[src/rtl/mspd_pkg.sv]
// ----------------------------------------------------------------------------
// Motor speed PID package
// Shared widths, register indexes, reset values and the configuration type.
// ----------------------------------------------------------------------------
`default_nettype none

package mspd_pkg;

    localparam int GAIN_W  = 10;
    localparam int DUTY_W  = 16;
    localparam int CMD_W   = 8;
    localparam int MEAS_W  = 16;
    localparam int ERR_W   = 17;
    localparam int DIFF_W  = 18;
    localparam int CIDX_W  = 3;
    localparam int CDATA_W = 16;

    localparam logic [CIDX_W-1:0] CFG_GAIN_P   = 3'd0;
    localparam logic [CIDX_W-1:0] CFG_GAIN_I   = 3'd1;
    localparam logic [CIDX_W-1:0] CFG_GAIN_D   = 3'd2;
    localparam logic [CIDX_W-1:0] CFG_MAX_DUTY = 3'd3;
    localparam logic [CIDX_W-1:0] CFG_SWAP_DIR = 3'd4;

    localparam logic ACT_TICK    = 1'b0;
    localparam logic ACT_CONTROL = 1'b1;

    localparam logic [GAIN_W-1:0] RST_GAIN_P   = 10'd50;
    localparam logic [GAIN_W-1:0] RST_GAIN_I   = 10'd10;
    localparam logic [GAIN_W-1:0] RST_GAIN_D   = 10'd2;
    localparam logic [DUTY_W-1:0] RST_MAX_DUTY = 16'd3600;

    typedef struct packed {
        logic [GAIN_W-1:0] gain_p;
        logic [GAIN_W-1:0] gain_i;
        logic [GAIN_W-1:0] gain_d;
        logic [DUTY_W-1:0] max_duty;
        logic              swap_direction;
    } t_cfg;

endpackage

`default_nettype wire

[src/rtl/mspd_core.sv]
// ----------------------------------------------------------------------------
// Motor speed PID core
// Holds the controller state and works out the pins and duty of one item.
// ----------------------------------------------------------------------------
`default_nettype none

module mspd_core #(
    parameter int INTEGRAL_BITS = 24
) (
    input  wire                                     i_clk,
    input  wire                                     i_rst_n,
    input  wire                                     i_update,
    input  wire                                     i_action,
    input  wire  signed [mspd_pkg::CMD_W-1:0]       i_command_speed,
    input  wire  signed [mspd_pkg::MEAS_W-1:0]      i_measured_speed,
    input  wire  mspd_pkg::t_cfg                    i_cfg,
    output logic                                    o_pin_a,
    output logic                                    o_pin_b,
    output logic        [mspd_pkg::DUTY_W-1:0]      o_duty
);

    localparam int IW = ((INTEGRAL_BITS > mspd_pkg::ERR_W) ?
                         INTEGRAL_BITS : mspd_pkg::ERR_W) + 1;
    localparam int PW = ((INTEGRAL_BITS > mspd_pkg::DIFF_W) ?
                         INTEGRAL_BITS : mspd_pkg::DIFF_W) + mspd_pkg::GAIN_W + 3;
    localparam logic signed [IW-1:0] I_MAX =
        {{(IW-INTEGRAL_BITS+1){1'b0}}, {(INTEGRAL_BITS-1){1'b1}}};
    localparam logic signed [IW-1:0] I_MIN =
        {{(IW-INTEGRAL_BITS+1){1'b1}}, {(INTEGRAL_BITS-1){1'b0}}};

    logic                                r_pending;
    logic signed [INTEGRAL_BITS-1:0]     r_integral;
    logic signed [mspd_pkg::ERR_W-1:0]   r_prev_err;
    logic        [mspd_pkg::DUTY_W-1:0]  r_duty_hold;
    logic        [1:0]                   r_pin_hold;

    logic                                n_pending;
    logic signed [INTEGRAL_BITS-1:0]     n_integral;
    logic signed [mspd_pkg::ERR_W-1:0]   n_prev_err;
    logic        [mspd_pkg::DUTY_W-1:0]  n_duty_hold;
    logic        [1:0]                   n_pin_hold;

    logic                                cmd_neg;
    logic                                cmd_zero;
    logic        [mspd_pkg::CMD_W-1:0]   wanted;
    logic signed [mspd_pkg::ERR_W-1:0]   err;
    logic signed [mspd_pkg::DIFF_W-1:0]  diff;
    logic signed [IW-1:0]                isum;
    logic signed [INTEGRAL_BITS-1:0]     isat;
    logic signed [PW-1:0]                term_p;
    logic signed [PW-1:0]                term_i;
    logic signed [PW-1:0]                term_d;
    logic signed [PW-1:0]                pid_sum;
    logic signed [PW-1:0]                max_ext;
    logic        [mspd_pkg::DUTY_W-1:0]  pid_duty;
    logic                                pin_a_raw;
    logic                                pin_b_raw;

    always_comb begin
        cmd_neg  = i_command_speed[mspd_pkg::CMD_W-1];
        cmd_zero = (i_command_speed == '0);
        wanted   = cmd_neg ? (~i_command_speed + mspd_pkg::CMD_W'(1)) : i_command_speed;
        err      = $signed({{(mspd_pkg::ERR_W-mspd_pkg::CMD_W){1'b0}}, wanted})
                 - mspd_pkg::ERR_W'(i_measured_speed);
        diff     = mspd_pkg::DIFF_W'(err) - mspd_pkg::DIFF_W'(r_prev_err);

        isum = IW'(r_integral) + IW'(err);
        if (isum > I_MAX) begin
            isat = I_MAX[INTEGRAL_BITS-1:0];
        end else if (isum < I_MIN) begin
            isat = I_MIN[INTEGRAL_BITS-1:0];
        end else begin
            isat = isum[INTEGRAL_BITS-1:0];
        end

        term_p  = PW'($signed({1'b0, i_cfg.gain_p}) * err);
        term_i  = PW'($signed({1'b0, i_cfg.gain_i}) * isat);
        term_d  = PW'($signed({1'b0, i_cfg.gain_d}) * diff);
        pid_sum = term_p + term_i + term_d;
        max_ext = $signed(PW'(i_cfg.max_duty));

        if (pid_sum[PW-1]) begin
            pid_duty = '0;
        end else if (pid_sum > max_ext) begin
            pid_duty = i_cfg.max_duty;
        end else begin
            pid_duty = pid_sum[mspd_pkg::DUTY_W-1:0];
        end

        pin_a_raw = cmd_neg || cmd_zero;
        pin_b_raw = !cmd_neg;

        n_pending   = r_pending;
        n_integral  = r_integral;
        n_prev_err  = r_prev_err;
        n_duty_hold = r_duty_hold;
        n_pin_hold  = r_pin_hold;

        if (i_action == mspd_pkg::ACT_TICK) begin
            n_pending = 1'b1;
        end else begin
            n_pin_hold = i_cfg.swap_direction ? {pin_b_raw, pin_a_raw}
                                              : {pin_a_raw, pin_b_raw};
            if (cmd_zero) begin
                n_integral  = '0;
                n_prev_err  = '0;
                n_duty_hold = '0;
            end else if (r_pending) begin
                n_integral  = isat;
                n_prev_err  = err;
                n_duty_hold = pid_duty;
                n_pending   = 1'b0;
            end
        end

        o_pin_a = n_pin_hold[1];
        o_pin_b = n_pin_hold[0];
        o_duty  = (n_duty_hold < i_cfg.max_duty) ? n_duty_hold : i_cfg.max_duty;
    end

    always_ff @(posedge i_clk) begin
        if (!i_rst_n) begin
            r_pending   <= 1'b0;
            r_integral  <= '0;
            r_prev_err  <= '0;
            r_duty_hold <= '0;
            r_pin_hold  <= '0;
        end else if (i_update) begin
            r_pending   <= n_pending;
            r_integral  <= n_integral;
            r_prev_err  <= n_prev_err;
            r_duty_hold <= n_duty_hold;
            r_pin_hold  <= n_pin_hold;
        end
    end

endmodule

`default_nettype wire

[src/rtl/motor_speed_pid_with_direction.sv]
// ----------------------------------------------------------------------------
// Motor speed PID with direction
// Stage 1 registers the item, then a single registered PID pass fills the outputs.
// One item is accepted every cycle unless a stalled output holds stage 1.
// Synchronous active-low reset clears the PID state and the held pins and duty,
// not the output registers, and restores the gains, duty limit and direction.
// ----------------------------------------------------------------------------
`default_nettype none

module motor_speed_pid_with_direction #(
    parameter int INTEGRAL_BITS = 24
) (
    input  wire                                    i_clk,
    input  wire                                    i_rst_n,
    input  wire                                    i_in_valid,
    output logic                                   o_in_stall,
    input  wire                                    i_action,
    input  wire  signed [mspd_pkg::CMD_W-1:0]      i_command_speed,
    input  wire  signed [mspd_pkg::MEAS_W-1:0]     i_measured_speed,
    output logic                                   o_out_valid,
    input  wire                                    i_out_stall,
    output logic                                   o_pin_a,
    output logic                                   o_pin_b,
    output logic        [mspd_pkg::DUTY_W-1:0]     o_duty,
    input  wire                                    i_cfg_valid,
    output logic                                   o_cfg_ready,
    input  wire         [mspd_pkg::CIDX_W-1:0]     i_cfg_index,
    input  wire         [mspd_pkg::CDATA_W-1:0]    i_cfg_data
);

    mspd_pkg::t_cfg                        r_cfg;
    logic                                  r_s1_valid;
    logic                                  r_s1_action;
    logic signed [mspd_pkg::CMD_W-1:0]     r_s1_cmd;
    logic signed [mspd_pkg::MEAS_W-1:0]    r_s1_meas;
    logic                                  r_out_valid;
    logic                                  r_pin_a;
    logic                                  r_pin_b;
    logic        [mspd_pkg::DUTY_W-1:0]    r_duty;

    logic                                  advance;
    logic                                  update;
    logic                                  n_pin_a;
    logic                                  n_pin_b;
    logic        [mspd_pkg::DUTY_W-1:0]    n_duty;

    assign advance     = !r_out_valid || !i_out_stall;
    assign update      = r_s1_valid && advance;
    assign o_in_stall  = r_s1_valid && !advance;
    assign o_cfg_ready = 1'b1;
    assign o_out_valid = r_out_valid;
    assign o_pin_a     = r_pin_a;
    assign o_pin_b     = r_pin_b;
    assign o_duty      = r_duty;

    mspd_core #(
        .INTEGRAL_BITS (INTEGRAL_BITS)
    ) u_core (
        .i_clk            (i_clk),
        .i_rst_n          (i_rst_n),
        .i_update         (update),
        .i_action         (r_s1_action),
        .i_command_speed  (r_s1_cmd),
        .i_measured_speed (r_s1_meas),
        .i_cfg            (r_cfg),
        .o_pin_a          (n_pin_a),
        .o_pin_b          (n_pin_b),
        .o_duty           (n_duty)
    );

    always_ff @(posedge i_clk) begin
        if (!i_rst_n) begin
            r_cfg.gain_p         <= mspd_pkg::RST_GAIN_P;
            r_cfg.gain_i         <= mspd_pkg::RST_GAIN_I;
            r_cfg.gain_d         <= mspd_pkg::RST_GAIN_D;
            r_cfg.max_duty       <= mspd_pkg::RST_MAX_DUTY;
            r_cfg.swap_direction <= 1'b0;
        end else if (i_cfg_valid && o_cfg_ready) begin
            unique case (i_cfg_index)
                mspd_pkg::CFG_GAIN_P: begin
                    r_cfg.gain_p <= i_cfg_data[mspd_pkg::GAIN_W-1:0];
                end
                mspd_pkg::CFG_GAIN_I: begin
                    r_cfg.gain_i <= i_cfg_data[mspd_pkg::GAIN_W-1:0];
                end
                mspd_pkg::CFG_GAIN_D: begin
                    r_cfg.gain_d <= i_cfg_data[mspd_pkg::GAIN_W-1:0];
                end
                mspd_pkg::CFG_MAX_DUTY: begin
                    r_cfg.max_duty <= i_cfg_data[mspd_pkg::DUTY_W-1:0];
                end
                mspd_pkg::CFG_SWAP_DIR: begin
                    r_cfg.swap_direction <= i_cfg_data[0];
                end
                default: begin
                end
            endcase
        end
    end

    always_ff @(posedge i_clk) begin
        if (!i_rst_n) begin
            r_s1_valid  <= 1'b0;
            r_out_valid <= 1'b0;
        end else begin
            if (!o_in_stall) begin
                r_s1_valid <= i_in_valid;
            end
            if (advance) begin
                r_out_valid <= r_s1_valid;
            end
        end
    end

    always_ff @(posedge i_clk) begin
        if (i_in_valid && !o_in_stall) begin
            r_s1_action <= i_action;
            r_s1_cmd    <= i_command_speed;
            r_s1_meas   <= i_measured_speed;
        end
        if (update) begin
            r_pin_a <= n_pin_a;
            r_pin_b <= n_pin_b;
            r_duty  <= n_duty;
        end
    end

endmodule

`default_nettype wire

[config.mk]
export PLATFORM = sky130hd
export DESIGN_NAME = motor_speed_pid_with_direction
export DESIGN_NICKNAME = d
export VERILOG_FILES = /design/src/rtl/mspd_pkg.sv /design/src/rtl/mspd_core.sv /design/src/rtl/motor_speed_pid_with_direction.sv
export SDC_FILE = /design/constraint.sdc
export NUM_CORES = 2
export LEC_CHECK = 0
export BUFFER_PORTS_ARGS = -buffer_cell sky130_fd_sc_hd__buf_2
export CAP_MARGIN = 20
export CORE_UTILIZATION = 30
export DETAILED_ROUTE_END_ITERATION = 10
export GPL_ROUTABILITY_DRIVEN = 0
export SLEW_MARGIN = 10
export SYNTH_ARGS = -nofsm -noshare
export SYNTH_HDL_FRONTEND = slang
export SYNTH_HIERARCHICAL = 1
export SYNTH_SLANG_ARGS = --single-unit
[constraint.sdc]
create_clock -name i_clk -period 14.7 [get_ports i_clk]
set_input_delay 2.205 -clock i_clk [delete_from_list [all_inputs] [get_ports i_clk]]
set_output_delay 2.205 -clock i_clk [all_outputs]
set_load 0.005 [all_outputs]
==> reports/qor.tcl <==
set qor(drcViolationCount) 0
set qor(setup-violations-final) 16
set qor(crit_start) {r_s1_cmd[0]$_DFFE_PP_}
set qor(cts_root_buf) {clkbuf_16}
set qor(worstHoldPathType) {reg2reg}
set qor(synthesis.instances) 3454
set qor(post-route-worst-setup-slack_ps) -252
set qor(max_slew.worst_pin.slew_ps) 1100
set qor(global_route.overflow_total) 0
set qor(crit_type) {reg2reg}
set qor(coreArea_um2) 106000
set qor(grt_antenna_before_repair) 1
set qor(antenna_violating_nets_post_route) 0
set qor(netlist_top_cells_area) {fa_1 (41%), ha_1 (9.5%), inv_1 (8.4%), dfxtp_1 (6.8%), nand2_1 (5.5%)}
set qor(post_synth_edffs) 43
set qor(fmax_mhz) 66.9
set qor(maxSlewHeadroom_pct) 26.4
set qor(regArea_um2) 3470
set qor(design.die.area_um2) 108000
set qor(final.fill_count) 10700
set qor(tns_ps) -3750
set qor(first_pass_iters) 5
set qor(post_synth.cell_area_avg_um2) 9.30
set qor(worst_hold_path_startpoint) {u_core/r_duty_hold[7]$_SDFFE_PN0P_}
set qor(yosysMostFrequentCell) {inv_1}
set qor(synth_flop_cell) {dfxtp_1}
set qor(status) {finished with violations}
set qor(clock_latency_ps) 480
set qor(drv.max_cap_violation_count) 0
set qor(sequential_element_share_of_the_synthesized_area_pct) 10.8
set qor(fin_area_um2) 38300
set qor(post_dr_wirelength_cell_um) 17.4
set qor(pin_count_of_the_biggest_net_entering_global_routing) 76
set qor(count_of_buffering_cells_on_the_critical_path_with_inverters_included) 12
set qor(cp_max_fo) 10
set qor(post_synth_instance_area_um2) 32100
set qor(clock_sinks) 152
set qor(first_global_vias) 26900
set qor(timing.final.hold_violations) 0
set qor(timing.critical_path.from_type) {register}
set qor(layout.nets) 4798
set qor(layout-area-overhead-vs-synth_pct) 19.3
set qor(dp_slack_ps) -842
set qor(asyncSetResetFlopFracSynth_pct) 0
set qor(worstRegToRegCells) 68
set qor(drt-initial-drc-count) 1427
set qor(cts_buffer_depth) 2
set qor(std_cell_rows) 119
set qor(critical_path_cell_count) 68
set qor(multiInputGateArea_um2) 26000
set qor(yosys.area.top_type) {fa_1}
set qor(h_tree_depth_reported_by_cts) 4
set qor(final_period_minus_worst_setup_slack_ps) 14950
set qor(overall_die_width_um) 329
set qor(timing.rr.start) {r_s1_cmd[0]$_DFFE_PP_}
set qor(cts_hold_buffers) 0
set qor(worstSetupEndpointType) {register}
set qor(diodes) 0
set qor(count_of_boundary_i_o_pins) 70
set qor(placement.cell_area_um2) 36800
set qor(detailedPlacementHpwl_um) 76300
set qor(totalWireLength_um) 91500
set qor(initial_utilization_pct) 30.4
set qor(io_buffer_count) 68
set qor(cell_type_with_the_highest_occurrence_count_on_the_critical_path) {inv_2}
set qor(max_stage_delay_ps) 590
set qor(timing.clock.skew_ps) 22.8
set qor(global_route_wire_length_before_repair_um) 149000
set qor(fraction_of_final_layout_cells_with_drive_strength_greater_than_1_pct) 18.0
set qor(total_number_of_vias) 25100
set qor(drv_slew) 0
set qor(required_ps) 14930
set qor(numCtsBuffers) 17
set qor(post_synthesis_net_count) 4407
set qor(clk_pin_slew_worst_paths_ps) 70
set qor(netlist_top_cells_count) {inv_1 (717), fa_1 (659), nand2_1 (470)}
set qor(violations_in_the_final_reports) {setup timing}
set qor(grt_use_total_pct) 17.5
set qor(worstHoldPathCells) 2
set qor(grt_setup_unrepaired) {yes}
set qor(fp.dieH_um) 329
set qor(tritoncts_clock_tree) {yes}
set qor(slowest_stage) {fa_2}
set qor(timing.critical_path.arrival_ps) 15190
set qor(routed_via_density) 4.79
set qor(synth.distinct_cells) 90
set qor(synth.top_cell.area_share_pct) 41.1
set qor(final.hold.worst_slack_ps) 461
set qor(critical-path-top-delay-family) {adder cells}
set qor(yosys_warnings) 6
set qor(yosys_register_bits) 152
set qor(period_share_pct) 102
## per-stage QoR
stage               std cells  utilization, %
finish                   5249            36.3
detailed placement       5173            34.8
CTS                      5237            35.8
global route             5249            36.3
global placement         5172            34.8
floorplan                3454               -
## final timing paths
path | to | slack [ps]
worst min register to register | u_core/r_duty_hold[7]$_SDFFE_PN0P_ | 460
worst max register to register | o_duty[2]$_DFFE_PP_ | -250
worst max-delay path | o_duty[2]$_DFFE_PP_ | -250
worst min-delay path | u_core/r_duty_hold[7]$_SDFFE_PN0P_ | 460
## what timing repair did
item,in CTS,in global routing
setup buffers,32,14
setup endpoints to repair,16,16
resized for setup,63,89
pin swaps,46,67
## cell families after synthesis
kind of cell / share of synthesized area (%)
and+or+nand+nor: 14.7
adders and majority gates: 50.9
buffers and inverters: 10.3
AOI/OAI and AO/OA: 8.62
DFF: 10.8
muxes: 2.71
xor gates and xnor gates: 1.88
other: 0.0117
## cell usage in the layout (no fill, tap or decap), drive strengths merged, types with 16 or more instances in the layout
cell type,n
and2,193
a21oi,91
a21o,31
buf,518
o21a,18
dfxtp,109
ha,245
a22oi,16
xor2,20
mux2,19
nor3,29
fa,659
o21ai,72
nand2b,16
a221o,20
nor2,55
xnor2,49
edfxtp,43
inv,722
clkbuf,23
a31oi,20
nand2,470
nand3,48
nor2b,76
mux2i,65
and3,30
## state kept, by name, indices dropped and copies added, names as in the netlist, 2 cells and up
register / flops
u_core/r_duty_hold: 16
u_core/r_pin_hold: 2
u_core/r_integral: 24
o_duty: 16
u_core/r_prev_err: 17
r_cfg: 47
r_s1_cmd: 8
r_s1_meas: 16
## layer usage
layer	wire, um	GRT usage, %	vias to the layer above	part of all wire (%)
li1	-	-	11600	-
met1	40600	23.9	12900	44
met2	44600	29.6	601	49
met3	4160	1.84	108	4.5
met4	2040	4.55	0	2.2
met5	0	0	-	0
## worst register-to-register path: cells and delay by family, from the launching register on
family | cells | cell delay [ps]
adders and majority gates | 14 | 5590
AOI/OAI and AO/OA | 22 | 3930
and+or+nand+nor | 15 | 2610
buffers and inverters | 12 | 1170
muxes | 3 | 810
DFF | 1 | 370
xor gates and xnor gates | 2 | 280
## layout make-up
cell class	count	share of cell area [%]
Multi-Input combinational cell	2439	67.7
Timing Repair Buffer	518	10.1
Sequential cell	152	9.06
Inverter	717	7.02
Tap cell	1391	4.54
Clock buffer	23	1.31
Clock inverter	9	0.255
Power is not shown: default switching activity piles up to over one toggle a cycle in this logic, so the estimate is an artifact.
